===== src/rtl/core/mbbp_pkg.sv =====
`timescale 1ns / 1ps
package mbbp_pkg;
    localparam int CHANNELS_DEF       = 8;
    localparam int SAMPLE_BITS_DEF    = 24;
    localparam int COEF_FRAC_BITS_DEF = 30;
    localparam int CH_BITS            = 3;
    localparam int CFG_IDX_BITS       = 3;
    localparam int CFG_DATA_BITS      = 32;
    localparam int W                  = 48;
    localparam int DIGIT              = 4;

    typedef enum logic [CFG_IDX_BITS-1:0] {
        REG_HP_GAIN = 3'd0,
        REG_HP_A1   = 3'd1,
        REG_HP_A2   = 3'd2,
        REG_LP_GAIN = 3'd3,
        REG_LP_A1   = 3'd4,
        REG_LP_A2   = 3'd5,
        REG_BYPASS  = 3'd6
    } t_reg_idx;
endpackage


===== src/rtl/core/mbbp_stream_if.sv =====
`timescale 1ns / 1ps
interface mbbp_stream_if #(
    parameter int DATA_BITS = 24
) ();
    import mbbp_pkg::*;
    logic                        valid;
    logic                        ready;
    logic [CH_BITS-1:0]          channel;
    logic signed [DATA_BITS-1:0] sample;

    modport source (output valid, output channel, output sample, input ready);
    modport sink (input valid, input channel, input sample, output ready);
endinterface


===== src/rtl/core/multichannel_biquad_bandpass.sv =====
`timescale 1ns / 1ps
// In bypass the sample goes straight to the result register; when filtering it
// passes through both sections and a rounding state. Throughput: one transaction
// at a time; the next is taken once the sequencer is idle and the result register
// is free. Each multiply has a launch state and a wait state on the digit-serial
// multiplier, which consumes four bits of the 52-bit signal operand per cycle;
// each section adds a RAM read and an update state, and rounding adds one more.
// Reset (synchronous, active low) clears control, coefficients (bypass = 1)
// and all delay words through per-channel valid bits.
module multichannel_biquad_bandpass #(
    parameter int CHANNELS       = mbbp_pkg::CHANNELS_DEF,
    parameter int SAMPLE_BITS    = mbbp_pkg::SAMPLE_BITS_DEF,
    parameter int COEF_FRAC_BITS = mbbp_pkg::COEF_FRAC_BITS_DEF
) (
    input  logic                               i_clk,
    input  logic                               i_rst_n,
    input  logic                               i_cfg_we,
    input  logic [mbbp_pkg::CFG_IDX_BITS-1:0]  i_cfg_idx,
    input  logic [mbbp_pkg::CFG_DATA_BITS-1:0] i_cfg_data,
    mbbp_stream_if.sink                        s_in,
    mbbp_stream_if.source                      m_out
);
    import mbbp_pkg::*;
    localparam int FRAC_D = 44 - SAMPLE_BITS;
    localparam int CIB    = (CHANNELS > 1) ? $clog2(CHANNELS) : 1;
    localparam logic signed [51:0] WMAX = 52'sh0_7FFF_FFFF_FFFF;
    localparam logic signed [51:0] WMIN = -52'sh0_8000_0000_0000;

    // Sequencer states: one multiply per step, two sections in a row.
    typedef enum logic [3:0] {
        ST_IDLE, ST_READ, ST_P_GO, ST_P_WAIT, ST_A1_GO, ST_A1_WAIT,
        ST_A2_GO, ST_A2_WAIT, ST_UPD, ST_ROUND
    } t_state;

    // Configuration registers.
    logic [30:0] r_hp_gain, r_lp_gain;
    logic signed [31:0] r_hp_a1, r_hp_a2, r_lp_a1, r_lp_a2;
    logic r_bypass;

    always_ff @(posedge i_clk) begin
        if (!i_rst_n) begin
            r_hp_gain <= '0; r_lp_gain <= '0;
            r_hp_a1 <= '0; r_hp_a2 <= '0; r_lp_a1 <= '0; r_lp_a2 <= '0;
            r_bypass <= 1'b1;
        end else if (i_cfg_we) begin
            case (t_reg_idx'(i_cfg_idx))
                REG_HP_GAIN: r_hp_gain <= i_cfg_data[30:0];
                REG_HP_A1:   r_hp_a1   <= i_cfg_data;
                REG_HP_A2:   r_hp_a2   <= i_cfg_data;
                REG_LP_GAIN: r_lp_gain <= i_cfg_data[30:0];
                REG_LP_A1:   r_lp_a1   <= i_cfg_data;
                REG_LP_A2:   r_lp_a2   <= i_cfg_data;
                REG_BYPASS:  r_bypass  <= i_cfg_data[0];
                default: ;
            endcase
        end
    end

    // Per-channel delay memories: one RAM per section, both words per entry.
    // A valid bit per channel makes a never-written entry read as zero.
    logic r_state_sec;  // 0: high-pass, 1: low-pass
    logic [CIB-1:0] r_ch_idx;
    logic r_we;
    logic [95:0] r_wdata;
    logic [95:0] w_hp_rd, w_lp_rd;
    logic [CHANNELS-1:0] r_hp_vld, r_lp_vld;

    mbbp_ram #(.WIDTH(96), .DEPTH(1 << CIB)) u_hp_ram (
        .i_clk(i_clk), .i_we(r_we && !r_state_sec), .i_waddr(r_ch_idx),
        .i_wdata(r_wdata), .i_raddr(r_ch_idx), .o_rdata(w_hp_rd));
    mbbp_ram #(.WIDTH(96), .DEPTH(1 << CIB)) u_lp_ram (
        .i_clk(i_clk), .i_we(r_we && r_state_sec), .i_waddr(r_ch_idx),
        .i_wdata(r_wdata), .i_raddr(r_ch_idx), .o_rdata(w_lp_rd));

    // Shared multiplier.
    logic r_mstart;
    logic signed [50:0] r_ma;
    logic signed [31:0] r_mc;
    logic w_mdone;
    logic signed [51:0] w_mp;

    mbbp_mulc #(.COEF_FRAC_BITS(COEF_FRAC_BITS)) u_mul (
        .i_clk(i_clk), .i_rst_n(i_rst_n), .i_start(r_mstart), .i_a(r_ma),
        .i_c(r_mc), .o_done(w_mdone), .o_p(w_mp));

    function automatic logic signed [51:0] sat48(input logic signed [53:0] v);
        if (v > 54'(WMAX)) return WMAX;
        if (v < 54'(WMIN)) return WMIN;
        return 52'(v);
    endfunction

    t_state r_st;
    logic [CH_BITS-1:0] r_ch;
    logic signed [51:0] r_x, r_p, r_y, r_ta1, r_d1, r_d2;
    logic r_ovalid;
    logic [CH_BITS-1:0] r_och;
    logic signed [SAMPLE_BITS-1:0] r_osmp;

    logic w_take;
    logic signed [53:0] w_n1, w_n2;
    logic signed [52:0] w_rnd;
    logic signed [52:0] w_q;
    logic w_vld;

    assign w_take = s_in.valid && s_in.ready;
    assign s_in.ready = (r_st == ST_IDLE) && !r_ovalid;
    assign w_vld = r_state_sec ? r_lp_vld[r_ch_idx] : r_hp_vld[r_ch_idx];
    assign w_n1 = (r_state_sec ? 54'(r_p) * 2 : -(54'(r_p) * 2)) - 54'(w_mp) + 54'(r_d2);
    assign w_n2 = 54'(r_p) - 54'(w_mp);
    assign w_rnd = 53'(r_y) + 53'(53'sd1 <<< (FRAC_D - 1));
    assign w_q = w_rnd >>> FRAC_D;

    always_ff @(posedge i_clk) begin
        r_mstart <= 1'b0;
        r_we <= 1'b0;
        if (!i_rst_n) begin
            r_st <= ST_IDLE; r_ovalid <= 1'b0;
            r_hp_vld <= '0; r_lp_vld <= '0; r_state_sec <= 1'b0;
        end else begin
            if (m_out.valid && m_out.ready) r_ovalid <= 1'b0;
            case (r_st)
                ST_IDLE: begin
                    if (w_take) begin
                        r_ch <= s_in.channel;
                        r_ch_idx <= CIB'(s_in.channel);
                        r_state_sec <= 1'b0;
                        r_x <= 52'(s_in.sample) <<< FRAC_D;
                        if (r_bypass || 32'(s_in.channel) >= CHANNELS) begin
                            r_och <= s_in.channel; r_osmp <= s_in.sample;
                            r_ovalid <= 1'b1;
                        end else begin
                            r_st <= ST_READ;
                        end
                    end
                end
                ST_READ: r_st <= ST_P_GO;  // RAM read settles
                ST_P_GO: begin
                    r_d1 <= w_vld ? 52'(signed'(r_state_sec ? w_lp_rd[47:0] : w_hp_rd[47:0])) : '0;
                    r_d2 <= w_vld ? 52'(signed'(r_state_sec ? w_lp_rd[95:48] : w_hp_rd[95:48])) : '0;
                    r_ma <= 51'(r_x);
                    r_mc <= 32'({1'b0, r_state_sec ? r_lp_gain : r_hp_gain});
                    r_mstart <= 1'b1;
                    r_st <= ST_P_WAIT;
                end
                ST_P_WAIT: if (w_mdone) begin
                    r_p <= w_mp;
                    r_y <= sat48(54'(w_mp) + 54'(r_d1));
                    r_st <= ST_A1_GO;
                end
                ST_A1_GO: begin
                    r_ma <= 51'(r_y);
                    r_mc <= r_state_sec ? r_lp_a1 : r_hp_a1;
                    r_mstart <= 1'b1;
                    r_st <= ST_A1_WAIT;
                end
                ST_A1_WAIT: if (w_mdone) begin
                    r_ta1 <= sat48(w_n1);
                    r_st <= ST_A2_GO;
                end
                ST_A2_GO: begin
                    r_mc <= r_state_sec ? r_lp_a2 : r_hp_a2;
                    r_mstart <= 1'b1;
                    r_st <= ST_A2_WAIT;
                end
                ST_A2_WAIT: if (w_mdone) begin
                    r_wdata <= {48'(sat48(w_n2)), 48'(r_ta1)};
                    r_we <= 1'b1;
                    r_st <= ST_UPD;
                end
                ST_UPD: begin
                    if (r_state_sec) r_lp_vld[r_ch_idx] <= 1'b1;
                    else r_hp_vld[r_ch_idx] <= 1'b1;
                    if (!r_state_sec) begin
                        r_state_sec <= 1'b1;
                        r_x <= r_y;
                        r_st <= ST_READ;
                    end else begin
                        r_st <= ST_ROUND;
                    end
                end
                ST_ROUND: begin
                    r_och <= r_ch;
                    if (w_q > 53'((53'sd1 <<< (SAMPLE_BITS - 1)) - 1))
                        r_osmp <= {1'b0, {(SAMPLE_BITS-1){1'b1}}};
                    else if (w_q < -(53'sd1 <<< (SAMPLE_BITS - 1)))
                        r_osmp <= {1'b1, {(SAMPLE_BITS-1){1'b0}}};
                    else
                        r_osmp <= SAMPLE_BITS'(w_q);
                    r_ovalid <= 1'b1;
                    r_st <= ST_IDLE;
                end
                default: r_st <= ST_IDLE;
            endcase
        end
    end

    assign m_out.valid   = r_ovalid;
    assign m_out.channel = r_och;
    assign m_out.sample  = r_osmp;
endmodule


===== src/rtl/core/mbbp_ram.sv =====
`timescale 1ns / 1ps
module mbbp_ram #(
    parameter int WIDTH = 48,
    parameter int DEPTH = 8
) (
    input  logic                     i_clk,
    input  logic                     i_we,
    input  logic [$clog2(DEPTH)-1:0] i_waddr,
    input  logic [WIDTH-1:0]         i_wdata,
    input  logic [$clog2(DEPTH)-1:0] i_raddr,
    output logic [WIDTH-1:0]         o_rdata
);
    logic [WIDTH-1:0] r_mem [DEPTH];

    always_ff @(posedge i_clk) begin
        if (i_we) begin
            r_mem[i_waddr] <= i_wdata;
        end
        o_rdata <= r_mem[i_raddr];
    end
endmodule


===== src/rtl/core/mbbp_mulc.sv =====
`timescale 1ns / 1ps
// Digit-serial signed multiply: |a| * |c| accumulated four bits of the
// signal operand per cycle, then shifted down by the fraction width,
// truncated toward zero and clamped to magnitude 2^50.
module mbbp_mulc #(
    parameter int COEF_FRAC_BITS = 30
) (
    input  logic                i_clk,
    input  logic                i_rst_n,
    input  logic                i_start,
    input  logic signed [50:0]  i_a,
    input  logic signed [31:0]  i_c,
    output logic                o_done,
    output logic signed [51:0]  o_p
);
    import mbbp_pkg::*;
    localparam int STEPS = 52 / DIGIT;

    logic        r_busy, n_busy;
    logic [3:0]  r_cnt, n_cnt;
    logic [51:0] r_a, n_a;
    logic [31:0] r_c, n_c;
    logic [83:0] r_acc, n_acc;
    logic        r_neg, n_neg;
    logic        r_done, n_done;
    logic signed [51:0] r_p, n_p;
    logic [83:0] w_shift;
    logic [51:0] w_mag;

    always_comb begin
        n_busy = r_busy; n_cnt = r_cnt; n_a = r_a; n_c = r_c;
        n_acc = r_acc; n_neg = r_neg; n_done = 1'b0; n_p = r_p;
        w_shift = r_acc >> COEF_FRAC_BITS;
        w_mag = (w_shift > 84'(52'd1 << 50)) ? (52'd1 << 50) : w_shift[51:0];
        if (i_start) begin
            n_busy = 1'b1;
            n_cnt  = '0;
            n_a    = i_a[50] ? 52'(-{i_a[50], i_a}) : 52'({i_a[50], i_a});
            n_c    = i_c[31] ? 32'(-i_c) : i_c;
            n_neg  = i_a[50] ^ i_c[31];
            n_acc  = '0;
        end else if (r_busy) begin
            n_acc = (r_acc << DIGIT) + 84'(r_a[51 -: DIGIT] * r_c);
            n_a   = r_a << DIGIT;
            n_cnt = r_cnt + 4'd1;
            if (r_cnt == 4'(STEPS)) begin
                n_acc  = r_acc;
                n_busy = 1'b0;
                n_done = 1'b1;
                n_p    = r_neg ? 52'(-w_mag) : w_mag;
            end
        end
    end

    always_ff @(posedge i_clk) begin
        if (!i_rst_n) begin
            r_busy <= 1'b0; r_done <= 1'b0; r_cnt <= '0;
        end else begin
            r_busy <= n_busy; r_done <= n_done; r_cnt <= n_cnt;
        end
        r_a <= n_a; r_c <= n_c; r_acc <= n_acc; r_neg <= n_neg; r_p <= n_p;
    end

    assign o_done = r_done;
    assign o_p    = r_p;
endmodule


===== src/flat_wrapper.sv =====
// flat-port wrapper written by rule: the top's interface ports become plain ports
module multichannel_biquad_bandpass_flat import mbbp_pkg::*;
#(
    parameter int CHANNELS       = mbbp_pkg::CHANNELS_DEF,
    parameter int SAMPLE_BITS    = mbbp_pkg::SAMPLE_BITS_DEF,
    parameter int COEF_FRAC_BITS = mbbp_pkg::COEF_FRAC_BITS_DEF
)
  (i_clk, i_rst_n, i_cfg_we, i_cfg_idx, i_cfg_data, s_in_valid, s_in_channel, s_in_sample, s_in_ready, m_out_valid, m_out_channel, m_out_sample, m_out_ready);
  mbbp_stream_if s_in_i ();
  mbbp_stream_if m_out_i ();
  input  logic i_clk;
  input  logic i_rst_n;
  input  logic i_cfg_we;
  input  logic [mbbp_pkg::CFG_IDX_BITS-1:0] i_cfg_idx;
  input  logic [mbbp_pkg::CFG_DATA_BITS-1:0] i_cfg_data;
  input wire logic [$bits(s_in_i.valid)-1:0] s_in_valid;
  input wire logic [$bits(s_in_i.channel)-1:0] s_in_channel;
  input wire logic [$bits(s_in_i.sample)-1:0] s_in_sample;
  output wire logic [$bits(s_in_i.ready)-1:0] s_in_ready;
  output wire logic [$bits(m_out_i.valid)-1:0] m_out_valid;
  output wire logic [$bits(m_out_i.channel)-1:0] m_out_channel;
  output wire logic [$bits(m_out_i.sample)-1:0] m_out_sample;
  input wire logic [$bits(m_out_i.ready)-1:0] m_out_ready;
  assign s_in_i.valid = s_in_valid;
  assign s_in_i.channel = s_in_channel;
  assign s_in_i.sample = s_in_sample;
  assign s_in_ready = s_in_i.ready;
  assign m_out_valid = m_out_i.valid;
  assign m_out_channel = m_out_i.channel;
  assign m_out_sample = m_out_i.sample;
  assign m_out_i.ready = m_out_ready;
  multichannel_biquad_bandpass #(.CHANNELS(CHANNELS), .SAMPLE_BITS(SAMPLE_BITS), .COEF_FRAC_BITS(COEF_FRAC_BITS)) u_core (.i_clk(i_clk), .i_rst_n(i_rst_n), .i_cfg_we(i_cfg_we), .i_cfg_idx(i_cfg_idx), .i_cfg_data(i_cfg_data), .s_in(s_in_i), .m_out(m_out_i));
endmodule

===== config.mk =====
export PLATFORM = sky130hd
export DESIGN_NAME = multichannel_biquad_bandpass_flat
export DESIGN_NICKNAME = d
export VERILOG_FILES = /design/src/rtl/core/mbbp_pkg.sv /design/src/rtl/core/mbbp_stream_if.sv /design/src/rtl/core/multichannel_biquad_bandpass.sv /design/src/rtl/core/mbbp_ram.sv /design/src/rtl/core/mbbp_mulc.sv /design/src/flat_wrapper.sv
export SDC_FILE = /design/constraint.sdc
export NUM_CORES = 2
export LEC_CHECK = 0
export BUFFER_PORTS_ARGS = -buffer_cell sky130_fd_sc_hd__buf_2
export CAP_MARGIN = 15
export CORE_ASPECT_RATIO = 1.5
export CORE_MARGIN = 2
export CORE_UTILIZATION = 35
export CTS_CLUSTER_DIAMETER = 80
export DETAILED_ROUTE_END_ITERATION = 12
export SKIP_LAST_GASP = 1
export SYNTH_ARGS = -nofsm -noshare
export SYNTH_HDL_FRONTEND = slang
export SYNTH_SLANG_ARGS = --single-unit

===== constraint.sdc =====
create_clock -name i_clk -period 23.8 [get_ports i_clk]
set_input_delay 7.14 -clock i_clk [delete_from_list [all_inputs] [get_ports i_clk]]
set_output_delay 7.14 -clock i_clk [all_outputs]
set_load 0.1 [all_outputs]

== Word-level counts from Yosys, hierarchy flattened ==
Memory sizes are Yosys's and may differ from the RTL's. A register that Yosys moved wholly into a read port is not among the register bits.
Index checks and enable logic that the tools add are counted.

* Order comparisons: 11
* Bitwise gates (word level): 8
* Multiply operators: 1
* Muxes and demuxes: 94
* Add/subtract/negate cells: 11
* Reduce and logical (&&, ||, !) cells: 41
* Equal/unequal tests: 23

{| class="wikitable"
|+ Operator list
! operator !! count
|-
| $mux W48 || 10
|-
| $mux W52 || 9
|-
| $pmux W51 S2 || 2
|-
| $gt A54 B48 Y1 const B || 2
|-
| $lt A54 B48 Y1 const B || 2
|-
| $neg A52 Y52 || 2
|-
| $mux W51 || 2
|-
| $mux W24 || 4
|-
| $pmux W32 S3 || 1
|-
| $add A84 B36 Y84 || 1
|-
| $mux W32 || 2
|-
| $mux W31 || 2
|-
| $add A54 B48 Y54 || 1
|-
| $gt A54 B51 Y1 const B || 1
|-
| $mux W54 || 1
|-
| $neg A53 Y54 || 1
|-
| $sub A54 B52 Y54 || 1
|-
| $add A52 B21 Y53 const B || 1
|-
| $add A52 B48 Y53 || 1
|-
| $gt A53 B48 Y1 const B || 1
|-
| $lt A53 B48 Y1 const B || 1
|-
| $sub A52 B52 Y53 || 1
|-
| $pmux W24 S2 || 1
|-
| $mux W1 || 45
|-
| 38 further kinds || 94
|}

* Output and inout port bits: 29
* Bits of input ports: 67
* Flip-flop bits (word level): 950
* Bits in writable memories: 1,536
* Memories kept: 2
* Word-level logic and storage cells: 226

{| class="wikitable"
|+ Memory list
! name !! words !! bits a word !! rd ports !! clocked after memory_dff !! wr ports !! RTL line !! RTL
|-
| u_core.u_hp_ram.r_mem || 8 || 96 || 1 || 1 || 1 || mbbp_ram.sv:13 || <nowiki>logic [WIDTH-1:0] r_mem [DEPTH];</nowiki>
|-
| u_core.u_lp_ram.r_mem || 8 || 96 || 1 || 1 || 1 || mbbp_ram.sv:13 ||
|}

== Depth between registers and ports, before layout ==
* Depth after elaboration: 15
* Mapped depth: 26
* Depth with buffers taken out: 24

== Cells and area by module ==
Synthesis repeated with hierarchy kept, for this count alone.

* Cell total of the unflattened synthesis: 8,548
* Area, all modules: 120,626.9 um2

{| class="wikitable"
|+ Modules (own cells, without submodules)
! module !! seq. area each (um2) !! area an instance (um2) !! cells each !! times used
|-
| mbbp_ram || 24,984.0 || 30,805.8 || 1,219 || 2
|-
| multichannel_biquad_bandpass || 19,558.8 || 41,626.2 || 4,129 || 1
|-
| mbbp_mulc || 5,915.7 || 17,389.2 || 1,981 || 1
|}

== Worst setup path after synthesis ==
No wires, ideal clock.

* Path type: input-to-reg
* Start: input port i_rst_n
* End: register u_core.r_p[0], enable pin
* Data required time: 23.106 ns
* Stages on the path: 3
* Arrival time: 14.605 ns
* Path buffers: 1
* Slack: 8.501 ns
* Library setup time: 0.694 ns
* Cell sequence: clkbuf_1 > nand4_1 > nor3_1

* Word-level cells in the longest chain between the ends: 1

{| class="wikitable"
|+ RTL lines
! what !! RTL line !! RTL
|-
| from (decl) || flat_wrapper.sv:12 || <nowiki>input logic i_rst_n;</nowiki>
|-
| $reduce_and A3 Y1 (no line) || -- ||
|-
| to (signal assigned) || multichannel_biquad_bandpass.sv:146 || <nowiki>r_p <= w_mp;</nowiki>
|-
| to (decl) || multichannel_biquad_bandpass.sv:94 || <nowiki>logic signed [51:0] r_x, r_p, r_y, r_ta1, r_d1, r_d2;</nowiki>
|}

Every way passes these cells.
A chain may end at the register's enable or synchronous reset.

== Worst setup path after layout ==
* Start: register u_core.r_st[2]
* End: output port s_in_ready

* Word-level cells in the longest chain between the ends: 2

{| class="wikitable"
|+ RTL lines
! what !! RTL line !! RTL
|-
| from (decl) || multichannel_biquad_bandpass.sv:92 || <nowiki>t_state r_st;</nowiki>
|-
| from (signal assigned) || multichannel_biquad_bandpass.sv:117 || <nowiki>r_st <= ST_IDLE; r_ovalid <= 1'b0;</nowiki>
|-
| from (signal assigned) || multichannel_biquad_bandpass.sv:132 || <nowiki>r_st <= ST_READ;</nowiki>
|-
| from (signal assigned) || multichannel_biquad_bandpass.sv:136 || <nowiki>ST_READ: r_st <= ST_P_GO;</nowiki>
|-
| $logic_not A4 Y1 || multichannel_biquad_bandpass.sv:106 || <nowiki>assign s_in.ready = (r_st == ST_IDLE) && !r_ovalid;</nowiki>
|-
| $logic_and A1 B1 Y1 || multichannel_biquad_bandpass.sv:106 ||
|-
| to (decl) || flat_wrapper.sv:19 || <nowiki>output wire logic [$bits(s_in_i.ready)-1:0] s_in_ready;</nowiki>
|}

Every way passes these cells.

==> flow_summary.ini <==
[sta]
setup_viol = 0
hold_viol = 0
grt_setup_unrepaired = false
fin_setup_tns_ps = 0
min_period_ps = 9878
slew_viol_final = 0
relSlewSlack = 0.2459
worstMarginPinSlew_ps = 1131
fin_crit_sh = 0.4151
clock.fmax_mhz = 101.2
clock_skew_ps = 89.78

[logic_synthesis]
postSynthCellCount = 8721
avgSynthCellArea_um2 = 13.19
synth_area_leaders = edfxtp_1 57%, dfxtp_1 8.7%, a22oi_1 5.0%
synth_common_cells = 2181 x edfxtp_1, 837 x nand2_1, 770 x a22oi_1, 497 x dfxtp_1, 479 x nor2_1
async_reset_ff_frac = 0
synth_edf_count = 2181
synth_fp_nets = 9142
ys_seq_area_frac = 0.6561
synth_most_common_cell = edfxtp_1
synth_top_area_cell = edfxtp_1
syn_area_mm2 = 0.1150
yosys_warnings = 0
ys_ff_latch = 2678
yosysTopAreaCellShare = 0.5696
yosysUniqueCellTypes = 104
synth_ff_type = edfxtp_1

[clocking]
cts_tree = built
cts_resized = 0
clock_path_buffers = 4
clock_sinks = 2678
cts.root.buffer_cell = clkbuf_16
clk_pin_slew_worst_paths_ps = 70
cts_setup_buffers = 0
htreeDepth = 4
clk_latency_ps = 940
ctsHoldBuffers = 0
cts_made_buffers = 239

[power_and_ir_drop]
worst_ir_drop_vdd_mv = 0.06389
internal-power_mw = 7.646
power_mw = 10.05
power_frac_clock = 0.397
power.density_mw_per_mm2 = 78.42
p_leak_nw = 41.90
power_switching_mw = 2.409
seqPwrFrac = 0.522
combPwrFrac = 0.081
sw_frac_of_total = 0.2396

[floorplan]
dieArea_mm2 = 0.3332
die_x_um = 472.0
initial_utilization = 0.3520
num_rows = 257
coreArea_mm2 = 0.3267
die_h_um = 706.0
ioPinCount = 96

[route]
vias = 72960
drt_iter0_drc = 6499
drt-total-wl_um = 331800
wl_per_cell_um = 25.24
viasPerCell = 5.549
route.detailed.drc = 0
ant_nets = 0
drt_pass1_iterations = 8

[global_route]
grt_overflow = 0
antenna_found_initial = 9
grt_pass1_vias = 73850
grt_pass1_wl_um = 489000
grt_usage = 0.1937
grt_max_degree = 128

[finish]
drive_gt1_frac = 0.08940
num-nets-final = 9088
seqCellArea_mm2 = 0.07545
fill_cells = 30400
multiInputGateArea_mm2 = 0.03705
final_area_mm2 = 0.1282
synthToLayoutAreaGrowth_pct = 11.51

[run]
cap_violations = 0

[place]
gp_congestion = 0.9304
dpl_cell_area_mm2 = 0.1201
hpwl_um = 206600
port_buffers = 95

[setup_path]
crit_type = register to output port
arrival_ps = 2740
required_ps = 16660
crit_fanout = 11
crit_path_end_kind = output port
crit_path_start_kind = register

[worst_hold_path]
hold_class = register to register

[outcome]
status = finished clean
-- power by group through the flow --
stage	Sequential (mW)	Clock [mW]	Combinational (mW)
finish	5.25	3.99	0.811
global route	5.26	4.23	0.896
CTS	5.25	4.06	0.811
detailed placement	5.35	0	0.803
global placement	5.35	0	0.797
floorplan	5.28	0	0.628
-- routing by layer --
layer	GRT usage	wire length [um]	vias to the layer above
met5	0	20	-
met4	0.08089	14450	2
met3	0.02043	15980	570
met2	0.3571	174100	2419
met1	0.2272	127300	37100
li1	-	-	32860
-- cells by family (layout without fill, tap and decap cells) --
group / count (synthesis) / in the layout / share of synthesized area
fa+ha+maj: 354 / 354 / 0.04805
simple gates: 2137 / 2137 / 0.08842
buf+inv: 735 / 884 / 0.02466
flops: 2678 / 2678 / 0.6561
other cells: 0 / 5 / 0
compound gates: 2223 / 2223 / 0.1346
xor+xnor: 402 / 402 / 0.03062
mux: 192 / 192 / 0.01756
-- registers in the layout, indices dropped and copies added, names as in the netlist, 48 cells and up --
signal / count
u_core.u_lp_ram.o_rdata: 96
u_core.r_ta1: 48
u_core.u_mul.o_p: 52
u_core.u_mul.r_a: 52
u_core.u_hp_ram.r_mem: 768
u_core.r_wdata: 96
u_core.u_mul.r_acc: 84
u_core.r_d1: 48
u_core.r_ma: 51
u_core.r_p: 52
u_core.u_lp_ram.r_mem: 768
u_core.u_hp_ram.o_rdata: 96
u_core.r_y: 52
u_core.r_x: 51
u_core.r_d2: 48
-- critical path, stage by stage, from the launching register on --
cell     delay, ps
dfxtp_1        450
or2_2          410
nor4_1         410
buf_2          570
-- final timing paths --
| check | startpoint | endpoint | slack [ps] | cells past startpoint |
|---|---|---|---|---|
| hold reg to reg | u_core.r_ta1[26] | u_core.r_wdata[26] | 370 | 0 |
| setup / recovery | u_core.r_st[2] | s_in_ready | 13920 | 3 |
| hold / removal | u_core.r_ta1[26] | u_core.r_wdata[26] | 370 | 0 |
| setup reg to reg | u_core.r_p[5] | u_core.r_ta1[40] | 15530 | 25 |
-- final cells by class --
type / instances / share of cell area
inverter: 217 / 0.006353
timing repair buffer: 223 / 0.01180
tap: 4273 / 0.04170
multi-input combinational: 5308 / 0.2889
clock buffer: 307 / 0.05041
antenna: 5 / 0.00009758
clock inverter: 137 / 0.01223
sequential: 2678 / 0.5885
-- placed cells by master, fill, tap and decap left out, types with 68 or more instances in the layout --
cell type  instances
edfxtp_1        2181
nand2_1          835
a22oi_1          770
dfxtp_1          494
nor2_1           456
a21oi_1          372
nand4_1          258
clkbuf_16        241
inv_1            215
xor2_1           214
ha_1             208
a21boi_0         201
o21ai_0          194
xnor2_1          188
a21o_1           157
fa_1             146
buf_4            123
mux2i_1          114
buf_2             94
and2_1            84
nor3_1            84
mux2_2            78
nand3_1           77
o21ai_1           70
a211oi_1          68
-- stage by stage --
step                      instances  setup slack, ps  hold WS [ps]    util
after global placement        12700            13850         406.6  0.3677
after floorplan                8721             8501         400.3       -
after global routing          13150            13800         371.0  0.3924
final                         13150            13920         368.7  0.3925
after detailed placement      12700            13750         406.6  0.3677
after CTS                     13140            13900         366.7  0.3922
(Power assumes the default switching activity.)
